--- src/sv/meter_poll_request_sequencer_macros.svh ---
// assertion helpers for the sequencer top module
`ifndef METER_POLL_REQUEST_SEQUENCER_MACROS_SVH
`define METER_POLL_REQUEST_SEQUENCER_MACROS_SVH

// same-cycle implication, checked outside reset
`define MPRS_ASSERT_NOW(lbl, clk, rst_n, ante, cons, msg) \
    lbl: assert property (@(posedge clk) disable iff (!(rst_n)) (ante) |-> (cons)) \
        else $error(msg);

// next-cycle implication, checked outside reset
`define MPRS_ASSERT_NEXT(lbl, clk, rst_n, ante, cons, msg) \
    lbl: assert property (@(posedge clk) disable iff (!(rst_n)) (ante) |=> (cons)) \
        else $error(msg);

`endif

--- src/sv/mprs_pkg.sv ---
`timescale 1ns / 1ps

package mprs_pkg;

    // sequencer phase
    typedef enum logic [1:0] {
        PH_BATCH  = 2'd0,
        PH_NODE   = 2'd1,
        PH_STATUS = 2'd2,
        PH_CMD    = 2'd3
    } t_phase;

    // request put on the link
    typedef enum logic [2:0] {
        RK_NONE   = 3'd0,
        RK_BATCH  = 3'd1,
        RK_STATUS = 3'd2,
        RK_NODE   = 3'd3,
        RK_CMD    = 3'd4,
        RK_SWITCH = 3'd5
    } t_req_kind;

    // input word kinds
    localparam logic [1:0] ITEM_SLOT = 2'd0;
    localparam logic [1:0] ITEM_RESP = 2'd1;
    localparam logic [1:0] ITEM_TICK = 2'd2;

    // configuration register indexes
    localparam int CFG_IDX_W = 1;
    localparam logic [CFG_IDX_W-1:0] CFG_DEVICE_COUNT   = 1'd0;
    localparam logic [CFG_IDX_W-1:0] CFG_BATCH_INTERVAL = 1'd1;

    localparam logic [9:0]  DEVICE_COUNT_RST   = 10'd10;
    localparam logic [15:0] BATCH_INTERVAL_RST = 16'd43200;

    localparam logic [7:0]  TASK_CODE_SWITCH = 8'd1;
    localparam logic [10:0] LONG_FRAME_LEN   = 11'd40;
    localparam logic [15:0] SECS_MAX         = 16'hFFFF;
    localparam int          LINK_MOD         = 1000;

    // frame tag characters
    localparam logic [7:0] CH_O = 8'h4F;
    localparam logic [7:0] CH_K = 8'h4B;
    localparam logic [7:0] CH_A = 8'h41;
    localparam logic [7:0] CH_N = 8'h4E;
    localparam logic [7:0] CH_S = 8'h53;
    localparam logic [7:0] CH_F = 8'h46;
    localparam logic [7:0] CH_R = 8'h52;
    localparam logic [7:0] CH_E = 8'h45;
    localparam logic [7:0] CH_B = 8'h42;
    localparam logic [7:0] CH_U = 8'h55;
    localparam logic [7:0] CH_Y = 8'h59;

    typedef struct packed {
        logic [1:0]  kind;
        logic        task_present;
        logic        task_is_control;
        logic [7:0]  task_code;
        logic [9:0]  task_addr;
        logic        task_on;
        logic [10:0] resp_len;
        logic [7:0]  resp_byte0;
        logic [7:0]  resp_byte1;
        logic [7:0]  resp_byte2;
        logic [7:0]  resp_byte3;
    } t_item;

    typedef struct packed {
        t_req_kind  req_kind;
        logic [9:0] req_addr;
        logic [9:0] req_node_start;
        logic       req_switch_on;
        logic       task_done;
        logic       net_free;
    } t_result;

    typedef struct packed {
        logic [9:0]  device_count;
        logic [15:0] batch_interval;
    } t_cfg;

    // three-digit address, one compare and subtract
    function automatic logic [9:0] mod_link_addr(input logic [9:0] a);
        logic [9:0] r;
        r = a;
        if (a >= 10'(LINK_MOD)) begin
            r = a - 10'(LINK_MOD);
        end
        return r;
    endfunction

endpackage

--- src/sv/mprs_item_if.sv ---
`timescale 1ns / 1ps

interface mprs_item_if;
    logic        valid;
    logic        ready;
    logic [1:0]  kind;
    logic        task_present;
    logic        task_is_control;
    logic [7:0]  task_code;
    logic [9:0]  task_addr;
    logic        task_on;
    logic [10:0] resp_len;
    logic [7:0]  resp_byte0;
    logic [7:0]  resp_byte1;
    logic [7:0]  resp_byte2;
    logic [7:0]  resp_byte3;

    modport source (
        output valid, kind, task_present, task_is_control, task_code, task_addr, task_on,
        output resp_len, resp_byte0, resp_byte1, resp_byte2, resp_byte3,
        input  ready
    );
    modport sink (
        input  valid, kind, task_present, task_is_control, task_code, task_addr, task_on,
        input  resp_len, resp_byte0, resp_byte1, resp_byte2, resp_byte3,
        output ready
    );
endinterface

--- src/sv/mprs_result_if.sv ---
`timescale 1ns / 1ps

interface mprs_result_if;
    logic       valid;
    logic       ready;
    logic [2:0] req_kind;
    logic [9:0] req_addr;
    logic [9:0] req_node_start;
    logic       req_switch_on;
    logic       task_done;
    logic       net_free;

    modport source (
        output valid, req_kind, req_addr, req_node_start, req_switch_on, task_done, net_free,
        input  ready
    );
    modport sink (
        input  valid, req_kind, req_addr, req_node_start, req_switch_on, task_done, net_free,
        output ready
    );
endinterface

--- src/sv/mprs_cfg_if.sv ---
`timescale 1ns / 1ps

interface mprs_cfg_if;
    logic                           valid;
    logic                           ready;
    logic [mprs_pkg::CFG_IDX_W-1:0] index;
    logic [15:0]                    data;

    modport source (output valid, index, data, input ready);
    modport sink (input valid, index, data, output ready);
endinterface

--- src/sv/mprs_cfg_regs.sv ---
`timescale 1ns / 1ps

module mprs_cfg_regs (
    input  logic           i_clk,
    input  logic           i_rst_n,
    mprs_cfg_if.sink       i_cfg,
    output mprs_pkg::t_cfg o_cfg
);

    mprs_pkg::t_cfg r_cfg;

    // writes are always taken
    assign i_cfg.ready = 1'b1;
    assign o_cfg       = r_cfg;

    // register file
    always_ff @(posedge i_clk) begin
        if (!i_rst_n) begin
            r_cfg.device_count   <= mprs_pkg::DEVICE_COUNT_RST;
            r_cfg.batch_interval <= mprs_pkg::BATCH_INTERVAL_RST;
        end else if (i_cfg.valid) begin
            unique case (i_cfg.index)
                mprs_pkg::CFG_DEVICE_COUNT:   r_cfg.device_count   <= i_cfg.data[9:0];
                mprs_pkg::CFG_BATCH_INTERVAL: r_cfg.batch_interval <= i_cfg.data;
                default: ;
            endcase
        end
    end

endmodule

--- src/sv/mprs_seq_core.sv ---
`timescale 1ns / 1ps

module mprs_seq_core #(
    parameter int NODES_PER_GROUP = 10
) (
    input  logic              i_clk,
    input  logic              i_rst_n,
    input  logic              i_fire,
    input  mprs_pkg::t_item   i_item,
    input  mprs_pkg::t_cfg    i_cfg,
    output mprs_pkg::t_result o_result
);

    // width that holds NODES_PER_GROUP * 128 and the link modulus
    localparam int LIN_RAW = $clog2(NODES_PER_GROUP * 128 + 1);
    localparam int LIN_W   = (LIN_RAW > 10) ? LIN_RAW : 10;
    localparam int MOD_STEPS = (NODES_PER_GROUP * 127 + 1) / mprs_pkg::LINK_MOD;

    mprs_pkg::t_phase r_phase, n_phase;
    logic [6:0]  r_group_index, n_group_index;
    logic        r_net_free, n_net_free;
    logic        r_batch_started, n_batch_started;
    logic        r_cmd_pending, n_cmd_pending;
    logic        r_task_in_flight, n_task_in_flight;
    logic [9:0]  r_ctrl_addr, n_ctrl_addr;
    logic [15:0] r_secs, n_secs;

    logic             switch_ok;
    logic             batch_due;
    logic             group_wrap;
    logic [LIN_W-1:0] wrap_prod;
    logic [LIN_W-1:0] node_lin;
    logic             resp_ok, resp_ans, resp_free, resp_busy, resp_long;

    // decode helpers
    assign switch_ok = i_item.task_is_control && r_net_free
                       && (i_item.task_code == mprs_pkg::TASK_CODE_SWITCH);
    assign batch_due = r_secs > i_cfg.batch_interval;
    assign resp_ok   = (i_item.resp_byte0 == mprs_pkg::CH_O)
                       && (i_item.resp_byte1 == mprs_pkg::CH_K);
    assign resp_ans  = (i_item.resp_byte0 == mprs_pkg::CH_A)
                       && (i_item.resp_byte1 == mprs_pkg::CH_N)
                       && (i_item.resp_byte2 == mprs_pkg::CH_S);
    assign resp_free = (i_item.resp_byte0 == mprs_pkg::CH_F)
                       && (i_item.resp_byte1 == mprs_pkg::CH_R)
                       && (i_item.resp_byte2 == mprs_pkg::CH_E)
                       && (i_item.resp_byte3 == mprs_pkg::CH_E);
    assign resp_busy = (i_item.resp_byte0 == mprs_pkg::CH_B)
                       && (i_item.resp_byte1 == mprs_pkg::CH_U)
                       && (i_item.resp_byte2 == mprs_pkg::CH_S)
                       && (i_item.resp_byte3 == mprs_pkg::CH_Y);
    assign resp_long = i_item.resp_len >= mprs_pkg::LONG_FRAME_LEN;

    // last group reached: nodes covered so far reach the device count, or the group index is at its maximum
    assign wrap_prod  = LIN_W'(NODES_PER_GROUP) * (LIN_W'(r_group_index) + LIN_W'(1));
    assign group_wrap = (r_group_index == 7'h7F) || (wrap_prod >= LIN_W'(i_cfg.device_count));

    // first node of the current group, three decimal digits
    always_comb begin
        node_lin = LIN_W'(NODES_PER_GROUP) * LIN_W'(r_group_index) + LIN_W'(1);
        for (int s = 0; s < MOD_STEPS; s++) begin
            if (node_lin >= LIN_W'(mprs_pkg::LINK_MOD)) begin
                node_lin = node_lin - LIN_W'(mprs_pkg::LINK_MOD);
            end
        end
    end

    // next state
    always_comb begin
        n_phase          = r_phase;
        n_group_index    = r_group_index;
        n_net_free       = r_net_free;
        n_batch_started  = r_batch_started;
        n_cmd_pending    = r_cmd_pending;
        n_task_in_flight = r_task_in_flight;
        n_ctrl_addr      = r_ctrl_addr;
        n_secs           = r_secs;
        if (i_fire) begin
            unique case (i_item.kind)
                mprs_pkg::ITEM_SLOT: begin
                    n_task_in_flight = 1'b0;
                    if (i_item.task_present) begin
                        if (switch_ok) begin
                            n_ctrl_addr = i_item.task_addr;
                        end
                        n_task_in_flight = 1'b1;
                    end else if (!r_batch_started) begin
                        n_secs  = '0;
                        n_phase = mprs_pkg::PH_STATUS;
                    end else begin
                        unique case (r_phase)
                            mprs_pkg::PH_BATCH: begin
                                if (batch_due) begin
                                    n_secs  = '0;
                                    n_phase = mprs_pkg::PH_STATUS;
                                end
                            end
                            mprs_pkg::PH_NODE: begin
                                if (group_wrap) begin
                                    n_phase       = mprs_pkg::PH_BATCH;
                                    n_group_index = '0;
                                end else begin
                                    n_group_index = r_group_index + 7'd1;
                                end
                            end
                            mprs_pkg::PH_CMD: begin
                                n_cmd_pending = 1'b0;
                                n_phase       = mprs_pkg::PH_STATUS;
                            end
                            default: ;
                        endcase
                    end
                end
                mprs_pkg::ITEM_RESP: begin
                    priority if (r_task_in_flight) begin
                        if (resp_ok) begin
                            n_cmd_pending = 1'b1;
                            n_phase       = mprs_pkg::PH_STATUS;
                        end
                    end else if (resp_long || resp_ans) begin
                        // payload frames are decoded elsewhere
                    end else if (resp_free) begin
                        n_phase    = r_cmd_pending ? mprs_pkg::PH_CMD : mprs_pkg::PH_NODE;
                        n_net_free = 1'b1;
                    end else if (resp_busy) begin
                        n_phase    = mprs_pkg::PH_STATUS;
                        n_net_free = 1'b0;
                    end else begin
                        n_batch_started = 1'b1;
                    end
                end
                mprs_pkg::ITEM_TICK: begin
                    if (r_secs != mprs_pkg::SECS_MAX) begin
                        n_secs = r_secs + 16'd1;
                    end
                end
                default: ;
            endcase
        end
    end

    // result word
    always_comb begin
        o_result                = '0;
        o_result.req_kind       = mprs_pkg::RK_NONE;
        o_result.net_free       = n_net_free;
        unique case (i_item.kind)
            mprs_pkg::ITEM_SLOT: begin
                if (i_item.task_present) begin
                    if (switch_ok) begin
                        o_result.req_kind      = mprs_pkg::RK_SWITCH;
                        o_result.req_addr      = mprs_pkg::mod_link_addr(i_item.task_addr);
                        o_result.req_switch_on = i_item.task_on;
                    end
                end else if (!r_batch_started) begin
                    o_result.req_kind = mprs_pkg::RK_BATCH;
                end else begin
                    unique case (r_phase)
                        mprs_pkg::PH_BATCH: begin
                            o_result.req_kind = batch_due ? mprs_pkg::RK_BATCH
                                                          : mprs_pkg::RK_STATUS;
                        end
                        mprs_pkg::PH_NODE: begin
                            o_result.req_kind = mprs_pkg::RK_NODE;
                            if (r_group_index != 7'd0) begin
                                o_result.req_node_start = node_lin[9:0];
                            end
                        end
                        mprs_pkg::PH_STATUS: begin
                            o_result.req_kind = mprs_pkg::RK_STATUS;
                        end
                        mprs_pkg::PH_CMD: begin
                            o_result.req_kind = mprs_pkg::RK_CMD;
                            o_result.req_addr = mprs_pkg::mod_link_addr(r_ctrl_addr);
                        end
                        default: ;
                    endcase
                end
            end
            mprs_pkg::ITEM_RESP: begin
                o_result.task_done = r_task_in_flight && resp_ok;
            end
            default: ;
        endcase
    end

    // sequencer state
    always_ff @(posedge i_clk) begin
        if (!i_rst_n) begin
            r_phase          <= mprs_pkg::PH_STATUS;
            r_group_index    <= '0;
            r_net_free       <= 1'b0;
            r_batch_started  <= 1'b0;
            r_cmd_pending    <= 1'b0;
            r_task_in_flight <= 1'b0;
            r_ctrl_addr      <= '0;
            r_secs           <= '0;
        end else begin
            r_phase          <= n_phase;
            r_group_index    <= n_group_index;
            r_net_free       <= n_net_free;
            r_batch_started  <= n_batch_started;
            r_cmd_pending    <= n_cmd_pending;
            r_task_in_flight <= n_task_in_flight;
            r_ctrl_addr      <= n_ctrl_addr;
            r_secs           <= n_secs;
        end
    end

endmodule

--- src/sv/meter_poll_request_sequencer.sv ---
`timescale 1ns / 1ps
// Polling request sequencer for the master side of a meter concentrator link.
// i_item takes one word per handshake: a send slot, a classified response
// header or a one-second tick. o_result gives exactly one word per input word,
// in order: the request to send (or none), task completion and network status.
// i_cfg writes device_count (index 0) and batch_interval (index 1); it is
// always ready. It must be written by the user only while no word is in
// flight; the block itself does not enforce this. An accepted word passes
// from the input register through the decision logic into the result register.
// Throughput: one word per cycle while o_result is ready; the decision logic
// is a single pass over the sequencer state, so words follow back to back.
// When o_result stalls, the result register and the input register hold their
// words and i_item.ready drops once both are full; nothing is lost.
// Reset (synchronous, active low) empties both registers, puts the sequencer in
// the status poll phase with the network busy and the timer at zero, and loads
// the register defaults (10 meters, 43200 s between batch readings).
`include "meter_poll_request_sequencer_macros.svh"

module meter_poll_request_sequencer #(
    parameter int NODES_PER_GROUP = 10
) (
    input  logic          i_clk,
    input  logic          i_rst_n,
    mprs_item_if.sink     i_item,
    mprs_result_if.source o_result,
    mprs_cfg_if.sink      i_cfg
);

    logic              r_s1_valid;
    mprs_pkg::t_item   r_s1, n_s1;
    logic              r_out_valid;
    mprs_pkg::t_result r_out, n_out;
    mprs_pkg::t_cfg    cfg;
    logic              out_take;
    logic              s1_fire;
    logic              in_fire;

    // handshake control
    assign out_take     = !r_out_valid || o_result.ready;
    assign s1_fire      = r_s1_valid && out_take;
    assign i_item.ready = !r_s1_valid || out_take;
    assign in_fire      = i_item.valid && i_item.ready;

    // pack incoming word
    always_comb begin
        n_s1.kind            = i_item.kind;
        n_s1.task_present    = i_item.task_present;
        n_s1.task_is_control = i_item.task_is_control;
        n_s1.task_code       = i_item.task_code;
        n_s1.task_addr       = i_item.task_addr;
        n_s1.task_on         = i_item.task_on;
        n_s1.resp_len        = i_item.resp_len;
        n_s1.resp_byte0      = i_item.resp_byte0;
        n_s1.resp_byte1      = i_item.resp_byte1;
        n_s1.resp_byte2      = i_item.resp_byte2;
        n_s1.resp_byte3      = i_item.resp_byte3;
    end

    mprs_cfg_regs u_cfg (
        .i_clk   (i_clk),
        .i_rst_n (i_rst_n),
        .i_cfg   (i_cfg),
        .o_cfg   (cfg)
    );

    mprs_seq_core #(
        .NODES_PER_GROUP (NODES_PER_GROUP)
    ) u_core (
        .i_clk    (i_clk),
        .i_rst_n  (i_rst_n),
        .i_fire   (s1_fire),
        .i_item   (r_s1),
        .i_cfg    (cfg),
        .o_result (n_out)
    );

    // input register
    always_ff @(posedge i_clk) begin
        if (!i_rst_n) begin
            r_s1_valid <= 1'b0;
        end else if (i_item.ready) begin
            r_s1_valid <= i_item.valid;
        end
    end

    always_ff @(posedge i_clk) begin
        if (in_fire) begin
            r_s1 <= n_s1;
        end
    end

    // result register
    always_ff @(posedge i_clk) begin
        if (!i_rst_n) begin
            r_out_valid <= 1'b0;
        end else if (out_take) begin
            r_out_valid <= r_s1_valid;
        end
    end

    always_ff @(posedge i_clk) begin
        if (s1_fire) begin
            r_out <= n_out;
        end
    end

    assign o_result.valid          = r_out_valid;
    assign o_result.req_kind       = r_out.req_kind;
    assign o_result.req_addr       = r_out.req_addr;
    assign o_result.req_node_start = r_out.req_node_start;
    assign o_result.req_switch_on  = r_out.req_switch_on;
    assign o_result.task_done      = r_out.task_done;
    assign o_result.net_free       = r_out.net_free;

    // checks
    `MPRS_ASSERT_NEXT(a_fire_fills_out, i_clk, i_rst_n, s1_fire, r_out_valid, "result word dropped")
    `MPRS_ASSERT_NEXT(a_s1_holds, i_clk, i_rst_n, r_s1_valid && !out_take, r_s1_valid && $stable(r_s1), "input word overwritten")
    `MPRS_ASSERT_NOW(a_on_only_switch, i_clk, i_rst_n, r_out_valid && (r_out.req_kind != mprs_pkg::RK_SWITCH), !r_out.req_switch_on, "switch flag on non-switch word")
    `MPRS_ASSERT_NOW(a_start_only_node, i_clk, i_rst_n, r_out_valid && (r_out.req_kind != mprs_pkg::RK_NODE), r_out.req_node_start == 10'd0, "node start on non-read word")

endmodule
--- src/flat_wrapper.sv ---
// flat-port wrapper written by rule: the top's interface ports become plain ports
module meter_poll_request_sequencer_flat 
#(
    parameter int NODES_PER_GROUP = 10
)
  (i_clk, i_rst_n, i_item_valid, i_item_kind, i_item_task_present, i_item_task_is_control, i_item_task_code, i_item_task_addr, i_item_task_on, i_item_resp_len, i_item_resp_byte0, i_item_resp_byte1, i_item_resp_byte2, i_item_resp_byte3, i_item_ready, o_result_valid, o_result_req_kind, o_result_req_addr, o_result_req_node_start, o_result_req_switch_on, o_result_task_done, o_result_net_free, o_result_ready, i_cfg_valid, i_cfg_index, i_cfg_data, i_cfg_ready);
  mprs_item_if i_item_i ();
  mprs_result_if o_result_i ();
  mprs_cfg_if i_cfg_i ();
  input  logic i_clk;
  input  logic i_rst_n;
  input wire logic [$bits(i_item_i.valid)-1:0] i_item_valid;
  input wire logic [$bits(i_item_i.kind)-1:0] i_item_kind;
  input wire logic [$bits(i_item_i.task_present)-1:0] i_item_task_present;
  input wire logic [$bits(i_item_i.task_is_control)-1:0] i_item_task_is_control;
  input wire logic [$bits(i_item_i.task_code)-1:0] i_item_task_code;
  input wire logic [$bits(i_item_i.task_addr)-1:0] i_item_task_addr;
  input wire logic [$bits(i_item_i.task_on)-1:0] i_item_task_on;
  input wire logic [$bits(i_item_i.resp_len)-1:0] i_item_resp_len;
  input wire logic [$bits(i_item_i.resp_byte0)-1:0] i_item_resp_byte0;
  input wire logic [$bits(i_item_i.resp_byte1)-1:0] i_item_resp_byte1;
  input wire logic [$bits(i_item_i.resp_byte2)-1:0] i_item_resp_byte2;
  input wire logic [$bits(i_item_i.resp_byte3)-1:0] i_item_resp_byte3;
  output wire logic [$bits(i_item_i.ready)-1:0] i_item_ready;
  output wire logic [$bits(o_result_i.valid)-1:0] o_result_valid;
  output wire logic [$bits(o_result_i.req_kind)-1:0] o_result_req_kind;
  output wire logic [$bits(o_result_i.req_addr)-1:0] o_result_req_addr;
  output wire logic [$bits(o_result_i.req_node_start)-1:0] o_result_req_node_start;
  output wire logic [$bits(o_result_i.req_switch_on)-1:0] o_result_req_switch_on;
  output wire logic [$bits(o_result_i.task_done)-1:0] o_result_task_done;
  output wire logic [$bits(o_result_i.net_free)-1:0] o_result_net_free;
  input wire logic [$bits(o_result_i.ready)-1:0] o_result_ready;
  input wire logic [$bits(i_cfg_i.valid)-1:0] i_cfg_valid;
  input wire logic [$bits(i_cfg_i.index)-1:0] i_cfg_index;
  input wire logic [$bits(i_cfg_i.data)-1:0] i_cfg_data;
  output wire logic [$bits(i_cfg_i.ready)-1:0] i_cfg_ready;
  assign i_item_i.valid = i_item_valid;
  assign i_item_i.kind = i_item_kind;
  assign i_item_i.task_present = i_item_task_present;
  assign i_item_i.task_is_control = i_item_task_is_control;
  assign i_item_i.task_code = i_item_task_code;
  assign i_item_i.task_addr = i_item_task_addr;
  assign i_item_i.task_on = i_item_task_on;
  assign i_item_i.resp_len = i_item_resp_len;
  assign i_item_i.resp_byte0 = i_item_resp_byte0;
  assign i_item_i.resp_byte1 = i_item_resp_byte1;
  assign i_item_i.resp_byte2 = i_item_resp_byte2;
  assign i_item_i.resp_byte3 = i_item_resp_byte3;
  assign i_item_ready = i_item_i.ready;
  assign o_result_valid = o_result_i.valid;
  assign o_result_req_kind = o_result_i.req_kind;
  assign o_result_req_addr = o_result_i.req_addr;
  assign o_result_req_node_start = o_result_i.req_node_start;
  assign o_result_req_switch_on = o_result_i.req_switch_on;
  assign o_result_task_done = o_result_i.task_done;
  assign o_result_net_free = o_result_i.net_free;
  assign o_result_i.ready = o_result_ready;
  assign i_cfg_i.valid = i_cfg_valid;
  assign i_cfg_i.index = i_cfg_index;
  assign i_cfg_i.data = i_cfg_data;
  assign i_cfg_ready = i_cfg_i.ready;
  meter_poll_request_sequencer #(.NODES_PER_GROUP(NODES_PER_GROUP)) u_core (.i_clk(i_clk), .i_rst_n(i_rst_n), .i_item(i_item_i), .o_result(o_result_i), .i_cfg(i_cfg_i));
endmodule
--- config.mk ---
export PLATFORM = sky130hd
export DESIGN_NAME = meter_poll_request_sequencer_flat
export DESIGN_NICKNAME = d
export VERILOG_FILES = /design/src/sv/mprs_pkg.sv /design/src/sv/mprs_item_if.sv /design/src/sv/mprs_result_if.sv /design/src/sv/mprs_cfg_if.sv /design/src/sv/mprs_cfg_regs.sv /design/src/sv/mprs_seq_core.sv /design/src/sv/meter_poll_request_sequencer.sv /design/src/flat_wrapper.sv
export VERILOG_INCLUDE_DIRS = /design/src /design/src/sv
export SDC_FILE = /design/constraint.sdc
export NUM_CORES = 1
export LEC_CHECK = 0
export ABC_AREA = 0
export BUFFER_PORTS_ARGS = -buffer_cell sky130_fd_sc_hd__buf_2
export CORE_MARGIN = 2
export CORE_UTILIZATION = 48
export DETAILED_ROUTE_END_ITERATION = 8
export GPL_ROUTABILITY_DRIVEN = 0
export HOLD_SLACK_MARGIN = 0.05
export PLACE_DENSITY = 0.77
export SKIP_CTS_REPAIR_TIMING = 1
export SLEW_MARGIN = 20
export SYNTH_ARGS = -nofsm -noshare
export SYNTH_HDL_FRONTEND = slang
export SYNTH_SLANG_ARGS = --single-unit
--- constraint.sdc ---
create_clock -name i_clk -period 5.45 [get_ports i_clk]
set_clock_uncertainty 0.05 [all_clocks]
set_input_delay 0.2725 -clock i_clk [delete_from_list [all_inputs] [get_ports i_clk]]
set_output_delay 0.2725 -clock i_clk [all_outputs]
set_load 0.02 [all_outputs]
==> results.sh <==
export IMPL_cts_buffer_depth=2
export IMPL_hpwl_um=11100
export IMPL_outcome="completed"
export IMPL_start_util_pct=48.8
export IMPL_cts_buffers=17
export IMPL_dieWidth_um=131
export IMPL_arrival_ns=4.81
export IMPL_dp_cells=1050
export IMPL_rr_endpoint="u_core.u_core.r_phase[1]$_SDFFE_PN1P_"
export IMPL_hold_viol_final=0
export IMPL_rr_worst_depth=15
export IMPL_critPathSlowestCell="a2111o_1"
export IMPL_irDropWorstVdd_uv=203
export IMPL_drt_pass1_iterations=5
export IMPL_min_path_type="in2reg"
export IMPL_crit_path_max_incr_delay_ns=0.45
export IMPL_power_leakage_uw=0.00381
export IMPL_wl_per_cell_um=14.9
export IMPL_maxCapViolCount=0
export IMPL_holdWs_ns=0.0583
export IMPL_synthCells=739
export IMPL_grt_use_total_pct=18.4
export IMPL_worst_path_most_repeated_cell="ha_1"
export IMPL_setup_slack_ns=0.900
export IMPL_clk_latency_ns=0.42
export IMPL_rrSetupSlack_ns=0.90
export IMPL_portBuffers=112
export IMPL_cp_start_kind="flip-flop"
export IMPL_critPathMaxFanout=11
export IMPL_grt_max_degree=64
export IMPL_ys_async_sr_fraction_pct=0
export IMPL_coreArea_um2=15800
export IMPL_detail_route_antenna_nets=0
export IMPL_end_kind="flip-flop"
export IMPL_slew_headroom_pct=44.3
export IMPL_diodes=0
export IMPL_synth_nets=886
export IMPL_synth_seq_cells=156
export IMPL_final_setup_tns_ns=0
export IMPL_slew_viol_final=0
export IMPL_place_ws_ns=0.929
export IMPL_max_freq_mhz=220
export IMPL_yosysSeqAreaShare_pct=52.1
export IMPL_grt_pass1_vias=5320
export IMPL_rows=46
export IMPL_grt_first_pass_wirelength_um=24500
export IMPL_cts_sinks=156
export IMPL_netlist_area_um2=7700
export IMPL_drc_errors=0
export IMPL_grt_ovfl_total=0
export IMPL_hold_end="u_core.u_cfg.o_cfg[5]$_SDFFE_PN0P_"
export IMPL_cts_tree="done"
export IMPL_cp_cell_sequence="inv_1 > ha_1 > ha_1 > ha_1 > fa_1 > a211oi_1 > o21a_1 > ha_1 > a21o_1 > a21oi_1 > o21ai_0 > a2111o_1 > o22ai_1 > a31oi_2 > mux2_1"
export IMPL_cts_root_buf="clkbuf_16"
export IMPL_die_area_um2=17100
export IMPL_tightest_slew_ns=0.836
export IMPL_synth_edf_count=89
export IMPL_p_per_area_nw_per_um2=272
export IMPL_vias_per_cell=5.26
export IMPL_fin_crit_sh_pct=83.5
export IMPL_fin_cells=1153
export IMPL_synth_ff_type="edfxtp_1"
export IMPL_yosys_warnings=0
export IMPL_drive_above_1_share_pct=17.7
export IMPL_antenna_found_initial=0
export IMPL_drtIter0Drc=391
export IMPL_fin_crit_ns=4.55
export IMPL_critPathKind="reg2reg"
export IMPL_setup_viol=0
export IMPL_required_ns=5.71
export IMPL_vias=6069
export IMPL_rsz0062_at_grt="no"
export IMPL_syn_to_final_growth_pct=26.7
export IMPL_path_buf_inv=1
export IMPL_total_power_uw=2650
export IMPL_min_from="i_cfg_data[5]"
export IMPL_synthDistinctLibCells=70
export IMPL_nets=1071
export IMPL_timing_rr_start="u_core.u_core.r_group_index[0]$_SDFFE_PN0P_"
export IMPL_path_clk_slew_ns=0.06
export IMPL_crit_family="compound AO/OA/AOI/OAI gates"
export IMPL_holdPathStages=3
export IMPL_synth_area_per_cell_um2=10.4
export IMPL_io_pins=117
export IMPL_htree_levels=4
export IMPL_die_y_um=131
export IMPL_postRouteWirelength_um=17100
[worst max path at each step]
stage / to / depth (start not counted) / slack (ns) / from
2_1_floorplan: u_core.u_core.r_group_index[2]$_SDFFE_PN0P_ / 15 / 1.53 / u_core.u_core.r_group_index[0]$_SDFFE_PN0P_
5_1_grt: u_core.u_core.r_phase[1]$_SDFFE_PN1P_ / 15 / 0.55 / u_core.u_core.r_group_index[0]$_SDFFE_PN0P_
3_3_place_gp: u_core.u_core.r_phase[1]$_SDFFE_PN1P_ / 15 / 1.01 / u_core.u_core.r_group_index[0]$_SDFFE_PN0P_
4_1_cts: u_core.u_core.r_phase[1]$_SDFFE_PN1P_ / 15 / 0.89 / u_core.u_core.r_group_index[0]$_SDFFE_PN0P_
3_5_place_dp: u_core.u_core.r_phase[1]$_SDFFE_PN1P_ / 15 / 0.93 / u_core.u_core.r_group_index[0]$_SDFFE_PN0P_
6_report: u_core.u_core.r_phase[1]$_SDFFE_PN1P_ / 15 / 0.90 / u_core.u_core.r_group_index[0]$_SDFFE_PN0P_
[layer usage]
layer	up-vias	GRT usage (%)	part of all wire [%]
met5	-	0	0
met4	0	6.57	1.2
met3	19	5.09	4.1
met2	147	31.0	52
met1	2866	22.8	43
li1	3037	-	-
[registers in the layout, summed over array words and instances, names as in the netlist]
name                            flops
u_core.o_result.valid               1
u_core.o_result.req_node_start     10
u_core.r_s1                        63
u_core.o_result.req_switch_on       1
u_core.u_core.r_ctrl_addr          10
u_core.u_core.r_phase               2
u_core.u_cfg.o_cfg                 26
u_core.u_core.r_task_in_flight      1
u_core.u_core.r_group_index         7
u_core.o_result.net_free            1
u_core.u_core.r_cmd_pending         1
u_core.o_result.req_kind            3
u_core.o_result.task_done           1
u_core.u_core.r_secs               16
u_core.o_result.req_addr           10
u_core.u_core.r_batch_started       1
u_core.u_core.r_net_free            1
u_core.r_s1_valid                   1
[cells in the final DEF, fill, tap and decap left out, types with 6 or more instances in the layout]
| master | n |
|---|---|
| or3_1 | 13 |
| nor4_1 | 7 |
| dlygate4sd3_1 | 71 |
| clkbuf_16 | 17 |
| dfxtp_1 | 67 |
| o21ai_0 | 26 |
| nand2_1 | 92 |
| edfxtp_1 | 89 |
| ha_1 | 57 |
| a21oi_1 | 66 |
| nor2_1 | 50 |
| nor3_1 | 12 |
| nand3_1 | 18 |
| o211ai_1 | 12 |
| xnor2_1 | 14 |
| buf_2 | 112 |
| nand4_1 | 10 |
| and3_1 | 7 |
| xor2_1 | 8 |
| nor2b_1 | 12 |
| inv_1 | 57 |
| clkinvlp_4 | 6 |
[worst min-delay path: cells and delay by family]
family                 cells  cell delay (ns)
buffers and inverters      1             0.11
AND/OR/NAND/NOR            1             0.05
AO/OA/AOI/OAI              1             0.05
[cells by family (layout without fill, tap and decap cells)]
kind of cell    count (synthesis)  after routing  share of synthesized area (%)
xor+xnor                       22             22                           2.50
flops                         156            156                           52.1
other cells                     1              1                         0.0487
simple gates                  255            255                           16.5
compound gates                164            164                           14.4
mux                             5              5                          0.683
fa+ha+maj                      59             59                           9.79
buf+inv                        77            275                           3.98
[synthesized netlist by cell type, drive strengths merged (6+ instances only)]
| cell type | number | share of area, % |
|---|---|---|
| clkbuf | 12 | 0.59 |
| nor2 | 50 | 2.4 |
| a21oi | 68 | 4.5 |
| o21ai | 31 | 2.1 |
| nand3 | 18 | 1.2 |
| ha | 57 | 9.3 |
| buf | 8 | 0.62 |
| xor2 | 8 | 0.91 |
| nor2b | 12 | 0.98 |
| o211ai | 12 | 1.2 |
| or3 | 13 | 1.1 |
| nand2 | 92 | 4.5 |
| nand4 | 11 | 0.98 |
| xnor2 | 14 | 1.6 |
| edfxtp | 89 | 35 |
| nor3 | 13 | 0.85 |
| dfxtp | 67 | 17 |
| and3 | 7 | 0.57 |
| o2111ai | 6 | 0.91 |
| nor4 | 7 | 0.57 |
| inv | 57 | 2.8 |
[per-stage QoR]
step	area, µm²	util [%]
2_1_floorplan	7700	-
3_3_place_gp	8460	53.6
3_5_place_dp	8460	53.6
4_1_cts	9030	57.3
5_1_grt	9750	61.8
6_report	9750	61.8
[area by class of cell]
cell class,count,area (µm²)
clock buffers,18,429
clock inverters,14,145
fillers,1274,6020
inverters,57,214
multi-input cells,506,3380
flip-flops and latches,156,4010
well taps,216,270
repair buffers,186,1290
[power by group]
part	leakage (µW)	switching, µW	internal (µW)
Sequential	0.00139	21.0	1300
Combinational	0.00215	101	88.7
Clock	0.000262	472	673
Total	0.00381	594	2060
No activity file was read; power rests on OpenSTA's default activity.
